$ cat src/rtl/bdpc_pkg.sv
// Shared types and constants of the defective pixel correction block.
// No dependencies.
package bdpc_pkg;

    localparam int FIELD_W    = 16;
    localparam int NUM_PIX    = 9;
    localparam int S_TDATA_W  = FIELD_W * NUM_PIX;
    localparam int M_TDATA_W  = FIELD_W;
    localparam int M_TUSER_W  = 3;
    localparam int RATIO_W    = 4;
    localparam int SPREAD_W   = 20;
    localparam int APB_ADDR_W = 4;
    localparam int APB_DATA_W = 32;

    localparam logic [RATIO_W-1:0]  AXIS_RATIO_RST   = 4'd4;
    localparam logic [RATIO_W-1:0]  DIAG_RATIO_RST   = 4'd3;
    localparam logic [SPREAD_W-1:0] SPREAD_LIMIT_RST = 20'd100;

    typedef enum logic [1:0] {
        REG_AXIS_RATIO   = 2'd0,
        REG_DIAG_RATIO   = 2'd1,
        REG_SPREAD_LIMIT = 2'd2
    } reg_idx_t;

    typedef enum logic [1:0] {
        DIR_H   = 2'd0,
        DIR_V   = 2'd1,
        DIR_45  = 2'd2,
        DIR_135 = 2'd3
    } dir_t;

    typedef struct packed {
        logic [RATIO_W-1:0]  axis_ratio;
        logic [RATIO_W-1:0]  diag_ratio;
        logic [SPREAD_W-1:0] spread_limit;
    } cfg_t;

endpackage

$ cat src/rtl/bdpc_grad.sv
// Stage one: widens the window pixels, forms twelve gradients and four candidate
// replacement values. Depends on nothing outside this file.
module bdpc_grad #(
    parameter int PIXEL_BITS = 16
) (
    input  logic                           aclk,
    input  logic                           aresetn,
    input  logic                           in_valid,
    output logic                           in_ready,
    input  logic [8:0][PIXEL_BITS-1:0]     pix_in,
    output logic                           out_valid,
    input  logic                           out_ready,
    output logic [11:0][PIXEL_BITS:0]      grad_out,
    output logic [3:0][PIXEL_BITS-1:0]     cand_out,
    output logic [PIXEL_BITS-1:0]          center_out
);

    localparam int P  = PIXEL_BITS;
    localparam int GW = P + 1;
    localparam int SW = P + 3;

    function automatic logic [GW-1:0] absg(input logic signed [SW-1:0] v);
        logic [SW-1:0] m;
        m = (v < 0) ? -v : v;
        return m[GW-1:0];
    endfunction

    function automatic logic signed [SW-1:0] halfv(input logic signed [SW-1:0] v);
        logic signed [SW-1:0] rnd;
        rnd = $signed({{(SW-1){1'b0}}, v[SW-1]});
        return (v + rnd) >>> 1;
    endfunction

    function automatic logic [P-1:0] sat(input logic signed [SW-1:0] v);
        logic signed [SW-1:0] pmax;
        pmax = $signed({{(SW-P){1'b0}}, {P{1'b1}}});
        if (v < 0) begin
            return '0;
        end else if (v > pmax) begin
            return {P{1'b1}};
        end
        return v[P-1:0];
    endfunction

    function automatic logic signed [SW-1:0] ext(input logic [P-1:0] p);
        return $signed({{(SW-P){1'b0}}, p});
    endfunction

    logic signed [SW-1:0] c, ul, u, ur, l, r, dl, d, dr;
    logic signed [SW-1:0] t45, t135;
    logic [11:0][GW-1:0] grad_next;
    logic [3:0][P-1:0]   cand_next;
    logic [11:0][GW-1:0] grad_reg;
    logic [3:0][P-1:0]   cand_reg;
    logic [P-1:0]        center_reg;
    logic                valid_reg;
    logic                load;

    always_comb begin
        c  = ext(pix_in[0]);
        ul = ext(pix_in[1]);
        u  = ext(pix_in[2]);
        ur = ext(pix_in[3]);
        l  = ext(pix_in[4]);
        r  = ext(pix_in[5]);
        dl = ext(pix_in[6]);
        d  = ext(pix_in[7]);
        dr = ext(pix_in[8]);

        grad_next[0]  = absg(ul + ur - u - u);
        grad_next[1]  = absg(l + r - c - c);
        grad_next[2]  = absg(dl + dr - d - d);
        grad_next[3]  = absg(ul + dl - l - l);
        grad_next[4]  = absg(u + d - c - c);
        grad_next[5]  = absg(ur + dr - r - r);
        grad_next[6]  = absg(u + u - l - l);
        grad_next[7]  = absg(ur + dl - c - c);
        grad_next[8]  = absg(r + r - d - d);
        grad_next[9]  = absg(u + u - r - r);
        grad_next[10] = absg(ul + dr - c - c);
        grad_next[11] = absg(l + l - d - d);

        t45  = halfv(l + d - u - r);
        t135 = halfv(r + dl - u - l);

        cand_next[0] = (absg(l - c) < absg(c - r)) ? sat(l + halfv(u + d - ul - dl))
                                                   : sat(r + halfv(u + d - ur - dr));
        cand_next[1] = (absg(u - c) < absg(c - d)) ? sat(u + halfv(l + r - ul - ur))
                                                   : sat(d + halfv(l + r - dl - dr));
        cand_next[2] = (absg(ur - c) < absg(c - dl)) ? sat(ur + t45) : sat(dl - t45);
        cand_next[3] = (absg(ul - c) < absg(c - dr)) ? sat(ul + t135) : sat(dr - t135);
    end

    assign in_ready = !valid_reg || out_ready;
    assign load     = in_valid && in_ready;

    always_ff @(posedge aclk) begin
        if (!aresetn) begin
            valid_reg <= 1'b0;
        end else if (in_ready) begin
            valid_reg <= in_valid;
        end
    end

    always_ff @(posedge aclk) begin
        if (load) begin
            grad_reg   <= grad_next;
            cand_reg   <= cand_next;
            center_reg <= pix_in[0];
        end
    end

    assign out_valid  = valid_reg;
    assign grad_out   = grad_reg;
    assign cand_out   = cand_reg;
    assign center_out = center_reg;

endmodule

$ cat src/rtl/bdpc_test.sv
// Stage two: medians of the gradient triples, dominance and spread tests.
// Depends on bdpc_pkg for the register set type.
module bdpc_test #(
    parameter int PIXEL_BITS = 16
) (
    input  logic                           aclk,
    input  logic                           aresetn,
    input  bdpc_pkg::cfg_t                 cfg,
    input  logic                           in_valid,
    output logic                           in_ready,
    input  logic [11:0][PIXEL_BITS:0]      grad_in,
    input  logic [3:0][PIXEL_BITS-1:0]     cand_in,
    input  logic [PIXEL_BITS-1:0]          center_in,
    output logic                           out_valid,
    input  logic                           out_ready,
    output logic [3:0][PIXEL_BITS:0]       med_out,
    output logic [3:0]                     fix_out,
    output logic [3:0][PIXEL_BITS-1:0]     cand_out,
    output logic [PIXEL_BITS-1:0]          center_out
);

    localparam int P   = PIXEL_BITS;
    localparam int GW  = P + 1;
    localparam int PW  = GW + 1 + bdpc_pkg::RATIO_W;
    localparam int SPW = GW + 2;
    localparam int CW  = (SPW > bdpc_pkg::SPREAD_W) ? SPW : bdpc_pkg::SPREAD_W;

    function automatic logic [GW-1:0] med3(input logic [GW-1:0] a, input logic [GW-1:0] b,
                                           input logic [GW-1:0] c);
        logic [GW-1:0] hi;
        logic [GW-1:0] lo;
        hi = (a > b) ? a : b;
        lo = (a > b) ? b : a;
        if (c >= hi) begin
            return hi;
        end else if (c <= lo) begin
            return lo;
        end
        return c;
    endfunction

    function automatic logic [SPW-1:0] adiff(input logic [GW-1:0] a, input logic [GW-1:0] b);
        logic [GW-1:0] m;
        m = (a > b) ? (a - b) : (b - a);
        return SPW'(m);
    endfunction

    function automatic logic [CW-1:0] spread3(input logic [GW-1:0] a, input logic [GW-1:0] b,
                                              input logic [GW-1:0] c);
        logic [SPW-1:0] s;
        s = adiff(a, b) + adiff(a, c) + adiff(b, c);
        return CW'(s);
    endfunction

    logic [3:0][GW-1:0] med_next;
    logic [3:0]         dom;
    logic [3:0][PW-1:0] prod;
    logic [3:0]         fix_next;
    logic               spread_a_hi, spread_b_hi;
    logic [3:0][GW-1:0] med_reg;
    logic [3:0]         fix_reg;
    logic [3:0][P-1:0]  cand_reg;
    logic [P-1:0]       center_reg;
    logic               valid_reg;
    logic               load;

    always_comb begin
        for (int k = 0; k < 4; k++) begin
            med_next[k] = med3(grad_in[3*k], grad_in[3*k+1], grad_in[3*k+2]);
            prod[k] = (PW'(grad_in[3*k]) + PW'(grad_in[3*k+2]))
                    * PW'((k < 2) ? cfg.axis_ratio : cfg.diag_ratio);
            dom[k]  = PW'(grad_in[3*k+1]) > prod[k];
        end
        spread_a_hi = spread3(grad_in[6], grad_in[7], grad_in[8]) > CW'(cfg.spread_limit);
        spread_b_hi = spread3(grad_in[9], grad_in[10], grad_in[11]) > CW'(cfg.spread_limit);
        fix_next[0] = dom[0];
        fix_next[1] = dom[1];
        fix_next[2] = spread_b_hi ? (dom[2] && dom[3]) : dom[2];
        fix_next[3] = spread_a_hi ? (dom[3] && dom[2]) : dom[3];
    end

    assign in_ready = !valid_reg || out_ready;
    assign load     = in_valid && in_ready;

    always_ff @(posedge aclk) begin
        if (!aresetn) begin
            valid_reg <= 1'b0;
        end else if (in_ready) begin
            valid_reg <= in_valid;
        end
    end

    always_ff @(posedge aclk) begin
        if (load) begin
            med_reg    <= med_next;
            fix_reg    <= fix_next;
            cand_reg   <= cand_in;
            center_reg <= center_in;
        end
    end

    assign out_valid  = valid_reg;
    assign med_out    = med_reg;
    assign fix_out    = fix_reg;
    assign cand_out   = cand_reg;
    assign center_out = center_reg;

endmodule

$ cat src/rtl/bdpc_select.sv
// Stage three: picks the direction of least median and the output pixel.
// Depends on bdpc_pkg for the direction codes; its register is the output.
module bdpc_select #(
    parameter int PIXEL_BITS = 16
) (
    input  logic                           aclk,
    input  logic                           aresetn,
    input  logic                           in_valid,
    output logic                           in_ready,
    input  logic [3:0][PIXEL_BITS:0]       med_in,
    input  logic [3:0]                     fix_in,
    input  logic [3:0][PIXEL_BITS-1:0]     cand_in,
    input  logic [PIXEL_BITS-1:0]          center_in,
    output logic                           out_valid,
    input  logic                           out_ready,
    output logic [PIXEL_BITS-1:0]          pixel_out,
    output logic                           fixed_out,
    output bdpc_pkg::dir_t                 dir_out
);

    localparam int P = PIXEL_BITS;

    logic [1:0]     best;
    bdpc_pkg::dir_t dir_next;
    logic [P-1:0]   pixel_next;
    logic           fixed_next;
    logic [P-1:0]   pixel_reg;
    logic           fixed_reg;
    bdpc_pkg::dir_t dir_reg;
    logic           valid_reg;
    logic           load;

    always_comb begin
        best = 2'd0;
        for (int k = 1; k < 4; k++) begin
            if (med_in[k] < med_in[best]) begin
                best = 2'(k);
            end
        end
        dir_next   = bdpc_pkg::dir_t'(best);
        fixed_next = fix_in[best];
        pixel_next = fixed_next ? cand_in[best] : center_in;
    end

    assign in_ready = !valid_reg || out_ready;
    assign load     = in_valid && in_ready;

    always_ff @(posedge aclk) begin
        if (!aresetn) begin
            valid_reg <= 1'b0;
        end else if (in_ready) begin
            valid_reg <= in_valid;
        end
    end

    always_ff @(posedge aclk) begin
        if (load) begin
            pixel_reg <= pixel_next;
            fixed_reg <= fixed_next;
            dir_reg   <= dir_next;
        end
    end

    assign out_valid = valid_reg;
    assign pixel_out = pixel_reg;
    assign fixed_out = fixed_reg;
    assign dir_out   = dir_reg;

endmodule

$ cat src/rtl/bayer_defective_pixel_correct_top.sv
// Top level of the defective pixel correction block: APB registers and
// three pipeline stages. Depends on bdpc_pkg, bdpc_grad, bdpc_test, bdpc_select.
//
// Use: each s_ item carries one same-color 3x3 window (center and the eight
// neighbors two photosites away); each m_ item carries the center pixel,
// either passed through or replaced, plus the corrected flag and the
// winning gradient direction.
// Path: an accepted item is registered in turn by the gradient stage, the
// median/test stage and the select stage, whose register is the output.
// Throughput: one item per cycle while m_tready is high; each stage holds
// one item, takes the next whenever it is empty or its successor takes its item.
// Stall: while m_tready is low the output item holds; the earlier stages
// keep filling until all three hold an item, then s_tready drops.
// Reset: aresetn low clears all stage valid bits and loads the registers
// with axis_ratio 4, diagonal_ratio 3, spread_limit 100.
// Registers: 0x0 axis_ratio, 0x4 diagonal_ratio, 0x8 spread_limit; write
// only while no item is in flight.
module bayer_defective_pixel_correct_top #(
    parameter int PIXEL_BITS = 16
) (
    input  logic                                aclk,
    input  logic                                aresetn,
    input  logic                                s_tvalid,
    output logic                                s_tready,
    // center, up_left, up, up_right, left, right, down_left, down, down_right
    input  logic [bdpc_pkg::S_TDATA_W-1:0]      s_tdata,
    output logic                                m_tvalid,
    input  logic                                m_tready,
    // pixel_out
    output logic [bdpc_pkg::M_TDATA_W-1:0]      m_tdata,
    // was_corrected, min_direction[1:0]
    output logic [bdpc_pkg::M_TUSER_W-1:0]      m_tuser,
    input  logic                                psel,
    input  logic                                penable,
    input  logic                                pwrite,
    input  logic [bdpc_pkg::APB_ADDR_W-1:0]     paddr,
    input  logic [bdpc_pkg::APB_DATA_W-1:0]     pwdata,
    output logic [bdpc_pkg::APB_DATA_W-1:0]     prdata,
    output logic                                pready
);

    localparam int P  = PIXEL_BITS;
    localparam int FW = bdpc_pkg::FIELD_W;

    bdpc_pkg::cfg_t     cfg_reg;
    bdpc_pkg::reg_idx_t reg_idx;
    logic               wr_en;

    logic [8:0][P-1:0]   pix;
    logic                a_valid, a_ready;
    logic [11:0][P:0]    a_grad;
    logic [3:0][P-1:0]   a_cand;
    logic [P-1:0]        a_center;
    logic                b_valid, b_ready;
    logic [3:0][P:0]     b_med;
    logic [3:0]          b_fix;
    logic [3:0][P-1:0]   b_cand;
    logic [P-1:0]        b_center;
    logic [P-1:0]        c_pixel;
    logic                c_fixed;
    bdpc_pkg::dir_t      c_dir;

    assign pready  = 1'b1;
    assign reg_idx = bdpc_pkg::reg_idx_t'(paddr[3:2]);
    assign wr_en   = psel && penable && pwrite && pready;

    always_ff @(posedge aclk) begin
        if (!aresetn) begin
            cfg_reg.axis_ratio   <= bdpc_pkg::AXIS_RATIO_RST;
            cfg_reg.diag_ratio   <= bdpc_pkg::DIAG_RATIO_RST;
            cfg_reg.spread_limit <= bdpc_pkg::SPREAD_LIMIT_RST;
        end else if (wr_en) begin
            unique case (reg_idx)
                bdpc_pkg::REG_AXIS_RATIO:
                    cfg_reg.axis_ratio <= pwdata[bdpc_pkg::RATIO_W-1:0];
                bdpc_pkg::REG_DIAG_RATIO:
                    cfg_reg.diag_ratio <= pwdata[bdpc_pkg::RATIO_W-1:0];
                bdpc_pkg::REG_SPREAD_LIMIT:
                    cfg_reg.spread_limit <= pwdata[bdpc_pkg::SPREAD_W-1:0];
                default: begin
                end
            endcase
        end
    end

    always_comb begin
        unique case (reg_idx)
            bdpc_pkg::REG_AXIS_RATIO:
                prdata = bdpc_pkg::APB_DATA_W'(cfg_reg.axis_ratio);
            bdpc_pkg::REG_DIAG_RATIO:
                prdata = bdpc_pkg::APB_DATA_W'(cfg_reg.diag_ratio);
            bdpc_pkg::REG_SPREAD_LIMIT:
                prdata = bdpc_pkg::APB_DATA_W'(cfg_reg.spread_limit);
            default:
                prdata = '0;
        endcase
    end

    always_comb begin
        for (int i = 0; i < bdpc_pkg::NUM_PIX; i++) begin
            pix[i] = s_tdata[i*FW +: P];
        end
    end

    bdpc_grad #(.PIXEL_BITS(PIXEL_BITS)) u_grad (
        .aclk       (aclk),
        .aresetn    (aresetn),
        .in_valid   (s_tvalid),
        .in_ready   (s_tready),
        .pix_in     (pix),
        .out_valid  (a_valid),
        .out_ready  (a_ready),
        .grad_out   (a_grad),
        .cand_out   (a_cand),
        .center_out (a_center)
    );

    bdpc_test #(.PIXEL_BITS(PIXEL_BITS)) u_test (
        .aclk       (aclk),
        .aresetn    (aresetn),
        .cfg        (cfg_reg),
        .in_valid   (a_valid),
        .in_ready   (a_ready),
        .grad_in    (a_grad),
        .cand_in    (a_cand),
        .center_in  (a_center),
        .out_valid  (b_valid),
        .out_ready  (b_ready),
        .med_out    (b_med),
        .fix_out    (b_fix),
        .cand_out   (b_cand),
        .center_out (b_center)
    );

    bdpc_select #(.PIXEL_BITS(PIXEL_BITS)) u_select (
        .aclk      (aclk),
        .aresetn   (aresetn),
        .in_valid  (b_valid),
        .in_ready  (b_ready),
        .med_in    (b_med),
        .fix_in    (b_fix),
        .cand_in   (b_cand),
        .center_in (b_center),
        .out_valid (m_tvalid),
        .out_ready (m_tready),
        .pixel_out (c_pixel),
        .fixed_out (c_fixed),
        .dir_out   (c_dir)
    );

    assign m_tdata = bdpc_pkg::M_TDATA_W'(c_pixel);
    assign m_tuser = {c_dir, c_fixed};

endmodule

$ cat config.mk
export PLATFORM = sky130hd
export DESIGN_NAME = bayer_defective_pixel_correct_top
export DESIGN_NICKNAME = d
export VERILOG_FILES = /design/src/rtl/bdpc_pkg.sv /design/src/rtl/bdpc_grad.sv /design/src/rtl/bdpc_test.sv /design/src/rtl/bdpc_select.sv /design/src/rtl/bayer_defective_pixel_correct_top.sv
export SDC_FILE = /design/constraint.sdc
export NUM_CORES = 2
export LEC_CHECK = 0
export BUFFER_PORTS_ARGS = -buffer_cell sky130_fd_sc_hd__buf_2
export CORE_MARGIN = 3
export CORE_UTILIZATION = 45
export CTS_BUF_LIST = sky130_fd_sc_hd__clkbuf_8
export CTS_CLUSTER_DIAMETER = 50
export CTS_CLUSTER_SIZE = 16
export DETAILED_ROUTE_END_ITERATION = 8
export HOLD_SLACK_MARGIN = 0.02
export SLEW_MARGIN = 20
export SYNTH_ARGS = -nofsm -noshare
export SYNTH_HDL_FRONTEND = slang
export SYNTH_HIERARCHICAL = 1
export SYNTH_SLANG_ARGS = --single-unit
$ cat constraint.sdc
create_clock -name aclk -period 11.3 [get_ports aclk]
set_input_delay 2.26 -clock aclk [delete_from_list [all_inputs] [get_ports aclk]]
set_output_delay 2.26 -clock aclk [all_outputs]
set_load 0.1 [all_outputs]
# Word-level counts from Yosys, hierarchy flattened
# Index checks and enable logic that the tools add are counted.
[totals] word_cells=350 out_inout_bits=54 register_bits=486
[op_classes] n_mul=4 reduce_logical=16 n_eq_ne=2 n_lt_le_gt_ge=68 muxes=113 addsub=111
[op_table] cell="$mux W17" count=48
[op_table] cell="$sub A19 B17 Y19" count=36
[op_table] cell="$mux W16" count=30
[op_table] cell="$lt A19 B1 Y1 const B" count=20
[op_table] cell="$neg A17 Y17" count=20
[op_table] cell="$add A16 B16 Y17" count=13
[op_table] cell="$sub A17 B17 Y17" count=12
[op_table] cell="$gt A19 B17 Y1 const B" count=8
[op_table] cell="$gt A17 B17 Y1" count=8
[op_table] cell="$lt A17 B1 Y1 const B" count=8
[op_table] cell="$sub A16 B16 Y17" count=8
[op_table] cell="$lt A17 B17 Y1" count=7
[op_table] cell="$add A17 B18 Y19" count=6
[op_table] cell="$add A19 B2 Y19" count=6
[op_table] cell="$add A17 B17 Y18" count=6
[op_table] cell="$gt A17 B22 Y1" count=4
[op_table] cell="$mul A22 B4 Y22" count=4
[op_table] cell="$bmux W17 S2" count=2
[op_table] cell="$ge A17 B17 Y1" count=4
[op_table] cell="$le A17 B17 Y1" count=4
[op_table] cell="$pmux W20 S3" count=1
[op_table] cell="$gt A19 B20 Y1" count=2
[op_table] cell="$add A19 B17 Y19" count=2
[op_table] cell="$sub A17 B18 Y19" count=2
[op_table] cell="13 further kinds" count=53

# Depth between registers and ports, before layout
[logic_depth] word_depth=13 mapped_depth=48

# Cells and area by module
# Netlist, hierarchy kept.
[by_module_without_submodules] module="bdpc_grad" n_inst=1 seq_area_each_um2=8428.1 cells_each=7331 area_each_um2=59499.6
[by_module_without_submodules] module="bdpc_test" n_inst=1 seq_area_each_um2=4584.4 cells_each=4443 area_each_um2=36322.3
[by_module_without_submodules] module="bdpc_select" n_inst=1 seq_area_each_um2=590.6 cells_each=347 area_each_um2=3098.0
[by_module_without_submodules] module="bayer_defective_pixel_correct_top" n_inst=1 seq_area_each_um2=560.5 cells_each=171 area_each_um2=1458.9

# Worst setup path after synthesis
# Ideal clock, no wire load.
[synth_path] path_type="input port to flip-flop" start="input port s_tdata[33] in the netlist's numbering" end="register u_grad.cand_reg, in the netlist u_grad/cand_out[10] (data pin)" n_path_buf=1 required_time_ns=11.039 arrival_ns=10.918 stages=45 setup_slack_ns=0.121 cell_sequence="ha_1 a21o_1 a21oi_1 o21bai_1 a21oi_1 o21bai_1 a21oi_1 nor2b_1 o21a_1 o41ai_1 xnor2_1 ha_1 or3_1 or4_1 nand2_1 nor2_1 o21a_1 o21ai_0 (+9 left out) or2_2 nor4_1 nand4_1 inv_1 nand2_1 xnor2_1 ha_1 or2_2 a21oi_1 a31oi_1 a21o_1 a21oi_1 o21ai_0 or4b_2 nor3_1 a311oi_2 buf_4 o311a_1"
[synth_rtl] item="from (decl)" line_no="bayer_defective_pixel_correct_top.sv:26" text="input logic [bdpc_pkg::S_TDATA_W-1:0] s_tdata,"
[synth_rtl] item="to (signal assigned)" line_no="bdpc_grad.sv:108" text="cand_reg <= cand_next;"
[synth_rtl] item="to (decl)" line_no="bdpc_grad.sv:54" text="logic [3:0][P-1:0] cand_reg;"

==> results.txt <==
----------------------------------------------------
[Synthesis]
  Number of distinct library cell variants in the gate-level netlist after synthesis ... between 100 and 150
  Portion of netlist area occupied by mux cells ... 0.0238
  Xor/xnor share of the synthesized area ... 0.105
  Cell count after synthesis ... around 12000
  Simple logic cell fraction of the synthesized area ... 0.177
  Share of synthesized cell area in full adder, half adder and majority cells ... 0.276
  Count of warnings emitted by yosys ... 6
  Fraction of the mapped netlist area in compound gates ... 0.213
  Synthesis-stage register bit count ... just under 500
  Prevailing post-synth register cell ... edfxtp_1
  EDFF count, synth ... 451
  Async SR Flop Fraction ... 0
  Part of the Yosys area used for sequential elements ... 0.141
  Post-synthesis area per instance ... between 8 and 9 sq um
  Largest family of logic cells by synthesized area ... adder cells
  Mapped cell area ... 100000 sq um

[Finish]
  Post-layout utilization of the core ... 0.503
  Flip-flop and latch area ... 14200 sq um
  Number of flip-flops under the largest register name ... 200
  Number of inserted filler cells in the final layout ... 21481
  Share of layout cells above drive strength 1 ... 0.0993
  NumNets Final ... 15195
  Layout overhead on the synthesized area ... 10.6%
  Cell area after layout ... 111000 sq um
  Area used by multi-input combinational logic ... 80000 sq um

[Placed design]
  Final estimated routing congestion in global placement ... 1.13
  Number of I/O port buffers ... between 200 and 250
  HPWL reported at the end of detailed placement ... 369000 um
  Area after detailed placement ... around 110000 sq um
  Setup slack at placement ... -0.554 ns

[GRT]
  First-pass GRT wire length ... 627000 um
  Initial antenna violation count ... 42
  GRT overflow ... 0
  Via count of the first global-routing pass ... 92171
  Total Routing Usage GR ... 0.374
  Largest net degree at the start of global routing ... 134

[Outcome]
  Violated checks ... design-rule violations
  Result of the run ... finished, violations left

[Die]
  Std-Cell Core Area ... 221000 sq um
  Floorplan die area ... 229000 sq um
  Standard-cell rows ... 172
  Starting Density ... 0.455
  Die outline width ... 478 um
  Die span in y ... 478 um
  I/O pins ... 241

[Clock network]
  Clock Latency Late Sink ... roughly 0.9 ns
  Num CTS Buffers ... 68
  CTS root buf ... clkbuf_8
  Max Buffers Root-to-Sink ... 3
  Htree depth ... 3
  CTS tree ... yes
  Sinks on Clock Net ... 482
  Clock-pin transition on the worst setup and hold timing paths ... 0.10 ns

[Route]
  1st-iter DRT viols ... 9560
  Router iterations before antenna repair ... 9
  Mean routed wirelength per cell ... between 20 and 30 um
  ANT nets after route ... 0
  Detail-routed via count per cell ... approximately 6
  Vias post-DR ... just under 100k
  Final wirelength ... 445000 um
  Remaining design rule violation count ... 1

[Timing]
  Max Fclk ... 92.1 MHz
  Post-route clock period utilization ... 0.961
  Setup repair after global routing missed its margin ... false
  Number of setup violations in the final report ... 0
  Post-layout worst setup margin ... approximately 0.44 ns
  Final number of max-transition violations ... 0
  Max-slew headroom at the worst pin ... 0.231
  Slew at the pin closest to its max-slew limit ... 1.15 ns
  Final hold slack ... 0.406 ns
  Clk_skew ... between 0.08 and 0.09 ns
  Final critical-path required period ... 10.86 ns
  Fin. Hold Viols ... 0

[Worst setup path]
  Delay contributed by the slowest stage of the critical path ... just over 0.6 ns
  Cell at the slowest stage of the critical path ... a2111oi_0
  Origin of the worst setup path ... s_tdata[81]
  Kind of critical path ... input pin to flop
  Crit start category ... input pin
  CP required ... 11.84 ns
  Worst path arrival time ... between 10 and 15 ns
  Element type at the critical path end ... flop
  Reg2Reg Launch Point ... u_grad/grad_out[154]$_DFFE_PP_
  Biggest fanout along the worst timing path ... 16

[Worst hold path]
  Hold crit path type ... flop to flop
  Hold Path Origin ... u_grad/cand_out[43]$_DFFE_PP_

[Run]
  Number of max-cap violations ... 0

----------------------------------------------------
==> final cells by class <==
class | count | area share
Clock inverter | 56 | 0.00548
Clock buffer | 68 | 0.00843
Multi-Input combinational cell | 10168 | 0.721
Sequential cell | 482 | 0.128
Antenna cell | 27 | 0.000609
Inverter | 1406 | 0.0475
Tap cell | 2958 | 0.0333
Timing Repair Buffer | 892 | 0.0565
==> cells in the final DEF (no fill, tap or decap), drive strengths merged, types with 89 or more instances in the layout <==
cell | netlist | layout
nand4 | 115 | 115
nand2b | 184 | 184
edfxtp | 451 | 451
and2 | 198 | 198
nand3 | 244 | 244
a21oi | 927 | 927
nor3 | 315 | 315
xor2 | 410 | 410
a31oi | 124 | 124
nor2 | 803 | 803
or3 | 144 | 144
and3 | 101 | 101
inv | 1405 | 1434
nand2 | 799 | 799
fa | 371 | 371
o21a | 191 | 191
mux2i | 186 | 186
o21bai | 146 | 146
o211ai | 102 | 102
nor2b | 276 | 276
a21o | 356 | 356
buf | 92 | 892
xnor2 | 788 | 788
a211oi | 108 | 108
ha | 1619 | 1619
o31ai | 89 | 89
o21ai | 566 | 566
==> what timing repair did <==
action / CTS / global route
setup buffers: 0 / 1
resized for setup: 0 / 11
hold buffers: 0 / 0
endpoints found under the setup margin: 0 / 32
==> worst max-delay path: cells and delay by family <==
kind                     cells  cell delay [ns]
AO/OA/AOI/OAI               24             4.99
adder cells (fa/ha/maj)      6             1.77
AND/OR/NAND/NOR              8             1.26
buffers and inverters        5             0.80
XOR/XNOR                     2             0.30
==> metrics by stage <==
step                      setup TNS (ns)  cells
after CTS                              0  16027
final                                  0  16057
after global routing                   0  16036
after global placement            -19.88  15903
after floorplan                        0  12306
after detailed placement          -15.53  15903
==> synth_stat cells, types with 31 or more instances <==
cell type / count / area, sq um
xor2_1: 410 / 3590
o31ai_1: 84 / 631
o31a_1: 36 / 315
nand2_1: 799 / 3000
clkbuf_1: 154 / 578
or2_2: 78 / 488
a21oi_1: 924 / 4620
nor2_1: 802 / 3010
nand3_1: 242 / 1210
a22oi_1: 37 / 278
and2_1: 193 / 1210
and3_1: 100 / 626
nor3_1: 313 / 1570
edfxtp_1: 451 / 13500
o21ai_0: 540 / 2700
fa_1: 371 / 7430
dfxtp_1: 31 / 621
ha_1: 1619 / 20300
nand2b_1: 184 / 1150
nor4_1: 50 / 313
or4_1: 45 / 338
a21o_1: 355 / 2670
nor3b_1: 36 / 270
o211ai_1: 97 / 728
mux2i_1: 186 / 1860
inv_1: 1404 / 5270
nand3b_1: 40 / 300
mux2_2: 43 / 484
o21bai_1: 145 / 1090
a211oi_1: 108 / 811
or3_1: 144 / 901
o21a_1: 191 / 1430
o2111ai_1: 36 / 315
a221oi_1: 49 / 429
nor2b_1: 275 / 1720
xnor2_1: 788 / 6900
o22ai_1: 35 / 219
a21boi_0: 53 / 398
a31oi_1: 123 / 769
a211o_1: 46 / 403
nand4_1: 115 / 719
buf_2: 43 / 215
==> layer usage <==
metal / track usage / vias to the layer above / part of all wire
met5: 0.00105 / - / 0.00033
met1: 0.461 / 46378 / 0.40
met3: 0.0729 / 1215 / 0.083
met2: 0.565 / 4499 / 0.42
li1: - / 45197 / -
met4: 0.309 / 22 / 0.10
==> worst paths after layout <==
kind,depth (start not counted),end,slack [ns]
worst min register to register,0,u_test/cand_out[43]$_DFFE_PP_,0.41
worst max-delay path,45,u_grad/cand_out[21]$_DFFE_PP_,0.44
worst min-delay path,0,u_test/cand_out[43]$_DFFE_PP_,0.41
worst max register to register,34,u_test/fix_out[2]$_DFFE_PP_,1.97
==> cells by family after synthesis <==
group | count (synthesis)
simple gates | 3511
compound gates | 3219
fa+ha+maj | 1990
buf+inv | 1656
xor+xnor | 1199
flops | 482
mux | 232
other cells | 3
Power is not shown: default switching activity piles up to over one toggle a cycle in this logic, so the estimate is an artifact.
